## src/rtl/sorted_sequence_merge_macros.svh

```systemverilog
// ----------------------------------------------------------------------------
// sorted_sequence_merge_macros
// assertion macros shared by the sorted sequence merge rtl
// ----------------------------------------------------------------------------
`ifndef SORTED_SEQUENCE_MERGE_MACROS_SVH
`define SORTED_SEQUENCE_MERGE_MACROS_SVH

// same-cycle implication, disabled while reset is asserted
`define SSM_ASSERT_NOW(label, clk, rst_n, ante, cons) \
  label: assert property (@(posedge clk) disable iff (!rst_n) (ante) |-> (cons)) \
    else $error("ssm assertion failed");

// next-cycle implication, disabled while reset is asserted
`define SSM_ASSERT_NEXT(label, clk, rst_n, ante, cons) \
  label: assert property (@(posedge clk) disable iff (!rst_n) (ante) |=> (cons)) \
    else $error("ssm assertion failed");

`endif

```

## src/rtl/ssm_pkg.sv

```systemverilog
// ----------------------------------------------------------------------------
// ssm_pkg
// shared constants, types and function codes of the sorted sequence merge
// ----------------------------------------------------------------------------
package ssm_pkg;

  // store geometry
  localparam int DEPTH  = 32;
  localparam int WIDTH  = 32;
  localparam int CNT_W  = $clog2(DEPTH + 1);
  localparam int ADDR_W = (DEPTH > 1) ? $clog2(DEPTH) : 1;

  typedef logic signed [WIDTH-1:0] elem_t;
  typedef logic [CNT_W-1:0]        cnt_t;
  typedef logic [ADDR_W-1:0]       addr_t;

  // function codes of an input transaction
  typedef enum logic [1:0] {
    FN_APPEND_A = 2'd0,
    FN_APPEND_B = 2'd1,
    FN_MERGE    = 2'd2
  } func_t;

  // result of one compare step
  typedef struct packed {
    logic  sel_a;
    logic  last;
    elem_t value;
  } pick_t;

endpackage

```

## src/rtl/ssm_store.sv

```systemverilog
// ----------------------------------------------------------------------------
// ssm_store
// one sequence store: one write port, one read port with registered data
// ----------------------------------------------------------------------------
module ssm_store
  import ssm_pkg::*;
(
  input  logic  clk,
  input  logic  we,
  input  addr_t waddr,
  input  elem_t wdata,
  input  addr_t raddr,
  output elem_t rdata
);

  elem_t mem [DEPTH];
  elem_t rdata_r;

  // write and registered read
  always_ff @(posedge clk) begin
    if (we) begin
      mem[waddr] <= wdata;
    end
    rdata_r <= mem[raddr];
  end

  assign rdata = rdata_r;

endmodule

```

## src/rtl/ssm_pick.sv

```systemverilog
// ----------------------------------------------------------------------------
// ssm_pick
// compare unit: chooses the next head of the merge and flags the last one
// ----------------------------------------------------------------------------
module ssm_pick
  import ssm_pkg::*;
(
  input  elem_t head_a,
  input  elem_t head_b,
  input  cnt_t  idx_a,
  input  cnt_t  idx_b,
  input  cnt_t  cnt_a,
  input  cnt_t  cnt_b,
  output pick_t pick
);

  logic a_left;
  logic b_left;
  cnt_t idx_a_nxt;
  cnt_t idx_b_nxt;

  // take a while it has elements and either b is exhausted or a's head is not above b's head
  always_comb begin
    a_left     = idx_a < cnt_a;
    b_left     = idx_b < cnt_b;
    pick.sel_a = a_left && (!b_left || (head_a <= head_b));
    pick.value = pick.sel_a ? head_a : head_b;
    idx_a_nxt  = idx_a + cnt_t'(pick.sel_a);
    idx_b_nxt  = idx_b + cnt_t'(!pick.sel_a);
    pick.last  = (idx_a_nxt == cnt_a) && (idx_b_nxt == cnt_b);
  end

endmodule

```

## src/rtl/sorted_sequence_merge.sv

```systemverilog
// ----------------------------------------------------------------------------
// sorted_sequence_merge
// two-way stable merge of two sorted sequences held in on-chip stores
// ----------------------------------------------------------------------------
// channel  direction  ports                                        handshake
// in       input      in_func, in_value                            in_valid/in_stall
// out      output     out_value_out, out_last, out_empty_res,      out_valid/out_stall
//                     out_overflow
//
// an append is accepted in the idle state; a merge passes from the accepting
// idle state through one read state, then a compare and an emit state per
// element, set by the single compare unit and the registered read port
// of each store. an empty merge goes from the accepting state straight to
// the emit state. reset is synchronous, needs no clearing pass, and empties
// both sequences. out_stall holds the current transaction and the
// sequencer; in_stall is high until a merge is drained.
// ----------------------------------------------------------------------------
`include "sorted_sequence_merge_macros.svh"

module sorted_sequence_merge
  import ssm_pkg::*;
(
  input  logic        clk,
  input  logic        rst_n,
  input  logic        in_valid,
  output logic        in_stall,
  input  logic [1:0]  in_func,
  input  logic [31:0] in_value,
  output logic        out_valid,
  input  logic        out_stall,
  output logic [31:0] out_value_out,
  output logic        out_last,
  output logic        out_empty_res,
  output logic        out_overflow
);

  typedef enum logic [3:0] {
    S_IDLE = 4'b0001,
    S_READ = 4'b0010,
    S_PICK = 4'b0100,
    S_EMIT = 4'b1000
  } state_t;

  state_t state_r, state_nxt;
  cnt_t   cnt_a_r, cnt_a_nxt;
  cnt_t   cnt_b_r, cnt_b_nxt;
  cnt_t   idx_a_r, idx_a_nxt;
  cnt_t   idx_b_r, idx_b_nxt;
  logic   dropped_r, dropped_nxt;
  logic   out_valid_r, out_valid_nxt;
  elem_t  out_elem_r, out_elem_nxt;
  logic   out_last_r, out_last_nxt;
  logic   out_empty_r, out_empty_nxt;
  logic   out_ovf_r, out_ovf_nxt;

  logic   in_fire;
  logic   out_fire;
  logic   we_a;
  logic   we_b;
  elem_t  wr_elem;
  elem_t  head_a;
  elem_t  head_b;
  pick_t  pick;

  assign in_fire  = in_valid && !in_stall;
  assign out_fire = out_valid_r && !out_stall;
  assign wr_elem  = WIDTH'(signed'(in_value));

  // append writes, dropped when the sequence is full
  assign we_a = in_fire && (in_func == FN_APPEND_A) && (cnt_a_r < cnt_t'(DEPTH));
  assign we_b = in_fire && (in_func == FN_APPEND_B) && (cnt_b_r < cnt_t'(DEPTH));

  // sequence stores, read at the current merge heads
  ssm_store u_store_a (
    .clk   (clk),
    .we    (we_a),
    .waddr (cnt_a_r[ADDR_W-1:0]),
    .wdata (wr_elem),
    .raddr (idx_a_r[ADDR_W-1:0]),
    .rdata (head_a)
  );

  ssm_store u_store_b (
    .clk   (clk),
    .we    (we_b),
    .waddr (cnt_b_r[ADDR_W-1:0]),
    .wdata (wr_elem),
    .raddr (idx_b_r[ADDR_W-1:0]),
    .rdata (head_b)
  );

  // shared compare unit
  ssm_pick u_pick (
    .head_a (head_a),
    .head_b (head_b),
    .idx_a  (idx_a_r),
    .idx_b  (idx_b_r),
    .cnt_a  (cnt_a_r),
    .cnt_b  (cnt_b_r),
    .pick   (pick)
  );

  // sequencer
  always_comb begin
    state_nxt     = state_r;
    cnt_a_nxt     = cnt_a_r;
    cnt_b_nxt     = cnt_b_r;
    idx_a_nxt     = idx_a_r;
    idx_b_nxt     = idx_b_r;
    dropped_nxt   = dropped_r;
    out_valid_nxt = out_valid_r;
    out_elem_nxt  = out_elem_r;
    out_last_nxt  = out_last_r;
    out_empty_nxt = out_empty_r;
    out_ovf_nxt   = out_ovf_r;
    case (state_r)
      S_IDLE: begin
        if (in_fire) begin
          case (in_func)
            FN_APPEND_A: begin
              if (we_a) cnt_a_nxt = cnt_a_r + cnt_t'(1);
              else      dropped_nxt = 1'b1;
            end
            FN_APPEND_B: begin
              if (we_b) cnt_b_nxt = cnt_b_r + cnt_t'(1);
              else      dropped_nxt = 1'b1;
            end
            FN_MERGE: begin
              if ((cnt_a_r == '0) && (cnt_b_r == '0)) begin
                out_valid_nxt = 1'b1;
                out_elem_nxt  = '0;
                out_last_nxt  = 1'b1;
                out_empty_nxt = 1'b1;
                out_ovf_nxt   = dropped_r;
                state_nxt     = S_EMIT;
              end else begin
                state_nxt = S_READ;
              end
            end
            default: ;
          endcase
        end
      end
      S_READ: begin
        state_nxt = S_PICK;
      end
      S_PICK: begin
        out_valid_nxt = 1'b1;
        out_elem_nxt  = pick.value;
        out_last_nxt  = pick.last;
        out_empty_nxt = 1'b0;
        out_ovf_nxt   = pick.last && dropped_r;
        idx_a_nxt     = idx_a_r + cnt_t'(pick.sel_a);
        idx_b_nxt     = idx_b_r + cnt_t'(!pick.sel_a);
        state_nxt     = S_EMIT;
      end
      S_EMIT: begin
        if (out_fire) begin
          out_valid_nxt = 1'b0;
          if (out_last_r) begin
            cnt_a_nxt   = '0;
            cnt_b_nxt   = '0;
            idx_a_nxt   = '0;
            idx_b_nxt   = '0;
            dropped_nxt = 1'b0;
            state_nxt   = S_IDLE;
          end else begin
            state_nxt = S_PICK;
          end
        end
      end
      default: state_nxt = S_IDLE;
    endcase
  end

  // control registers
  always_ff @(posedge clk) begin
    if (!rst_n) begin
      state_r     <= S_IDLE;
      cnt_a_r     <= '0;
      cnt_b_r     <= '0;
      idx_a_r     <= '0;
      idx_b_r     <= '0;
      dropped_r   <= 1'b0;
      out_valid_r <= 1'b0;
    end else begin
      state_r     <= state_nxt;
      cnt_a_r     <= cnt_a_nxt;
      cnt_b_r     <= cnt_b_nxt;
      idx_a_r     <= idx_a_nxt;
      idx_b_r     <= idx_b_nxt;
      dropped_r   <= dropped_nxt;
      out_valid_r <= out_valid_nxt;
    end
  end

  // result payload registers
  always_ff @(posedge clk) begin
    out_elem_r  <= out_elem_nxt;
    out_last_r  <= out_last_nxt;
    out_empty_r <= out_empty_nxt;
    out_ovf_r   <= out_ovf_nxt;
  end

  assign in_stall      = (state_r != S_IDLE);
  assign out_valid     = out_valid_r;
  assign out_value_out = 32'(out_elem_r);
  assign out_last      = out_last_r;
  assign out_empty_res = out_empty_r;
  assign out_overflow  = out_ovf_r;

  // checks
  `SSM_ASSERT_NOW(a_idle_no_result, clk, rst_n, !in_stall, !out_valid_r)
  `SSM_ASSERT_NOW(a_pick_has_elem, clk, rst_n, state_r == S_PICK,
                  (idx_a_r < cnt_a_r) || (idx_b_r < cnt_b_r))
  `SSM_ASSERT_NOW(a_count_bound, clk, rst_n, 1'b1,
                  (cnt_a_r <= cnt_t'(DEPTH)) && (cnt_b_r <= cnt_t'(DEPTH)))
  `SSM_ASSERT_NOW(a_empty_is_last, clk, rst_n, out_valid_r && out_empty_r, out_last_r)
  `SSM_ASSERT_NEXT(a_last_clears, clk, rst_n, out_fire && out_last_r,
                   (state_r == S_IDLE) && (cnt_a_r == '0) && (cnt_b_r == '0) && !dropped_r)

endmodule

```

## config.mk

```make
export PLATFORM = sky130hd
export DESIGN_NAME = sorted_sequence_merge
export DESIGN_NICKNAME = d
export VERILOG_FILES = /design/src/rtl/ssm_pkg.sv /design/src/rtl/ssm_store.sv /design/src/rtl/ssm_pick.sv /design/src/rtl/sorted_sequence_merge.sv
export VERILOG_INCLUDE_DIRS = /design/src /design/src/rtl
export SDC_FILE = /design/constraint.sdc
export NUM_CORES = 2
export LEC_CHECK = 0
export BUFFER_PORTS_ARGS = -buffer_cell sky130_fd_sc_hd__buf_4
export CAP_MARGIN = 20
export CELL_PAD_IN_SITES_DETAIL_PLACEMENT = 0
export CELL_PAD_IN_SITES_GLOBAL_PLACEMENT = 2
export CORE_ASPECT_RATIO = 2
export CORE_UTILIZATION = 55
export CTS_CLUSTER_DIAMETER = 30
export CTS_CLUSTER_SIZE = 25
export DETAILED_ROUTE_END_ITERATION = 8
export PLACE_DENSITY = 0.92
export SYNTH_ARGS = -nofsm -noshare
export SYNTH_HDL_FRONTEND = slang
export SYNTH_SLANG_ARGS = --single-unit
```

## constraint.sdc

```tcl
create_clock -name clk -period 7.8 [get_ports clk]
set_clock_uncertainty 0.15 [all_clocks]
set_input_delay 0 -clock clk [delete_from_list [all_inputs] [get_ports clk]]
set_output_delay 0 -clock clk [all_outputs]
set_load 0.005 [all_outputs]
```

==> summary.txt <==
Floorplanning
  – Row count: around 200
  – Die Height: roughly 550 µm
  – Placeable Area: around 150000 µm²
  – IO Pins: 75
  – Die Area: 153300 µm²
  – Initial Util: ~56%
  – Die W: 277.4 µm

Setup path
  – WP data arrival: a little over 5000 ps
  – Nature of the critical path startpoint: register
  – CP max FO: 4
  – Kind of critical path: register to register
  – CP endpoint kind: register
  – WP data required: approximately 8300 ps

Power
  – Leak: 28.31 nW
  – Power per cell area: 247.3 nW/µm²
  – Max IR drop VDD: ~0.15 mV
  – Total Power: between 20 and 25 mW

Synth
  – #FFs+latches synth: around 2200
  – Post-Syn Area: 83420 µm²
  – Mapped Avg Cell Area: ~23 µm²
  – Mapped Nets: between 3000 and 4000
  – Number of distinct library cells after synthesis: 59
  – YS warnings: 0
  – Post-synth EDFFs: around 2100
  – Register area share after synthesis: 77.24%
  – Post-synthesis instance total: approximately 3700
  – Main flop type after synthesis: edfxtp_1
  – FFs w/ async S/R, synth: 0%

STA
  – Min Hold Slack: 111.8 ps
  – Final period utilization: 60.12%
  – Min Clock Period, post-route: about 4700 ps
  – Slew Limit Headroom: between 15 and 20%
  – Least-Margin Pin Slew: about 1200 ps
  – Final Hold Fails: 0
  – Maximum clock frequency: 213.3 MHz
  – Max Transition Viols Final: 0
  – Setup_tns: 0 ps
  – RSZ-0062 raised after global routing: no
  – Final setup vio count: 0

Place
  – Placed cell area: around 87000 µm²
  – Detail Placement HPWL: between 100000 and 150000 µm
  – Inst Count DP: 5566
  – Count of buffers from port buffering: 74
  – GPL Wtd Cong: 0.8484

Final layout
  – Post-Layout Inst Area: roughly 93000 µm²
  – Final Non-Filler Cells: roughly 5900
  – # nets final: approximately 3900
  – Share of cells above drive strength 1: a little under a third
  – FILL cells: ~9500
  – Commonest non-fill, non-tap cell in the layout: edfxtp_1
  – Layout area overhead: 11.85%
  – Most frequent cells in the layout: edfxtp_1 (2083), mux4_2 (640), clkbuf_16 (174), buf_4 (162), nand2_1 (132)

CTS
  – # resized after CTS: 0
  – Root buf cell: clkbuf_16
  – CTS Hold Bufs: 41
  – Post-CTS Setup Bufs: 0
  – Clk buf depth: 4
  – Clock sinks: around 2200
  – CTS H-tree depth: 4
  – CTS tree: built
  – Num CTS Buffers: around 170
  – Clock Latency Late Sink: around 840 ps
  – Reg clk slew, reported paths: approximately 80 ps

GRT
  – Pin count of the biggest net entering global routing: 144
  – Initial antenna violation count: 6
  – First-pass GRT wire length: 285800 µm
  – GRT Total Usage: 26.37%
  – Total gr overflow: 0
  – Vias in the first global route: 40580

Drt
  – Total Routed Length: ~200000 µm
  – DRC violation count after routing: 0
  – Per-cell routed wire length: between 30 and 40 µm
  – Initial DRC Count: between 4000 and 5000
  – Post-DRT Antenna Nets: 0
  – Vias: approximately 39000
  – TritonRoute pass-1 iters: 5
  – Vias per cell: 6.638

Run
  – Max-cap violation count: 0

Outcome
  – Status: finished, final reports clean

Hold path
  – HP Class: input port to register
==> power by group <==
| group | total, mW | internal, mW | switching, mW |
|---|---|---|---|
| combinational | 0.818 | 0.272 | 0.546 |
| clock | 9.20 | 4.76 | 4.44 |
| sequential | 13.1 | 12.9 | 0.113 |
| total | 23.1 | 18.0 | 5.10 |
==> path summary, 6_finish.rpt <==
check / from / endpoint / slack [ps] / cells past startpoint
worst max register to register: u_store_b.rdata[7]$_DFF_P_ / out_overflow$_DFFE_PP_ / 3110 / 16
worst max-delay path: u_store_b.rdata[7]$_DFF_P_ / out_overflow$_DFFE_PP_ / 3110 / 16
worst min register to register: dropped_r$_SDFFE_PN0P_ / dropped_r$_SDFFE_PN0P_ / 370 / 2
worst min-delay path: in_value[1] / u_store_a.mem[2][1]$_DFFE_PP_ / 110 / 2
==> critical path: stages, from the launching register on <==
cell and delay [ps]:
dfxtp_1 330, inv_1 40, ha_1 300, a21oi_1 150, o21ai_0 120, a221oi_1 1030
nor2_1 230, a2111oi_4 410, nor2_1 180, inv_1 120, ha_1 220, nand3_1 150
xnor2_1 230, nand2_1 80, nor4_1 360, nand4_1 180, a21boi_0 210
==> cells by family after synthesis <==
| group | Yosys count | share of synthesized area (%) |
|---|---|---|
| xor+xnor | 20 | 0.2100 |
| flops | 2177 | 77.24 |
| fa+ha+maj | 54 | 0.8100 |
| buf+inv | 236 | 1.086 |
| mux | 674 | 17.74 |
| compound gates | 150 | 1.051 |
| simple gates | 346 | 1.864 |
==> through the flow <==
step,setup slack [ps],util (%)
after floorplan,4127,-
after global placement,3226,57.92
after detailed placement,3216,57.92
after CTS,3159,62.14
after global routing,2803,62.14
final,3111,62.14
==> routing by layer <==
metal / global-route usage [%] / vias to the layer above / share of wire (%)
li1: - / 15790 / -
met1: 30.11 / 20910 / 33
met2: 48.79 / 2122 / 55
met3: 3.069 / 467 / 6.8
met4: 12.86 / 2 / 5.2
met5: 0 / - / 0.0090
==> synthesized netlist by cell type (3+ instances only) <==
cell	number	area share, %
o21ai_1	3	0.018
or3_1	3	0.023
nor3_1	9	0.054
xor2_1	5	0.052
o21ai_0	46	0.28
ha_1	54	0.81
edfxtp_1	2083	75
buf_1	44	0.20
mux4_2	640	17
a21oi_1	64	0.38
nor4_1	7	0.052
nand2b_1	4	0.030
nor2_1	105	0.47
a21o_1	3	0.027
mux2_2	33	0.45
nand4_1	12	0.090
clkinv_1	3	0.013
nand2_1	132	0.59
nand3_1	51	0.31
xnor2_1	15	0.16
buf_2	10	0.060
a22oi_1	4	0.036
and4_1	3	0.032
nand3b_1	4	0.036
nor2b_1	4	0.030
clkbuf_1	130	0.58
inv_1	48	0.22
a31oi_1	8	0.060
dfxtp_1	94	2.3
==> registers in the layout, summed over array words and instances, names as in the netlist, 4 cells and up <==
register         cells
out_value_out       32
cnt_b_r              6
u_store_b.mem     1024
idx_b_r              6
u_store_a.rdata     32
u_store_b.rdata     32
state_r              4
u_store_a.mem     1024
cnt_a_r              6
idx_a_r              6
==> area by class of cell <==
type | count | area, µm² | share of cell area, %
timing repair buffer | 207 | 1707 | 1.829
antenna | 4 | 10.01 | 0.01073
multi-input combinational | 1244 | 18590 | 19.93
inverter | 51 | 191.4 | 0.2052
sequential | 2177 | 64460 | 69.09
clock inverter | 123 | 1490 | 1.597
clock buffer | 185 | 4436 | 4.754
tap | 1928 | 2412 | 2.585
Note: power is estimated with default switching activity, not from simulation.
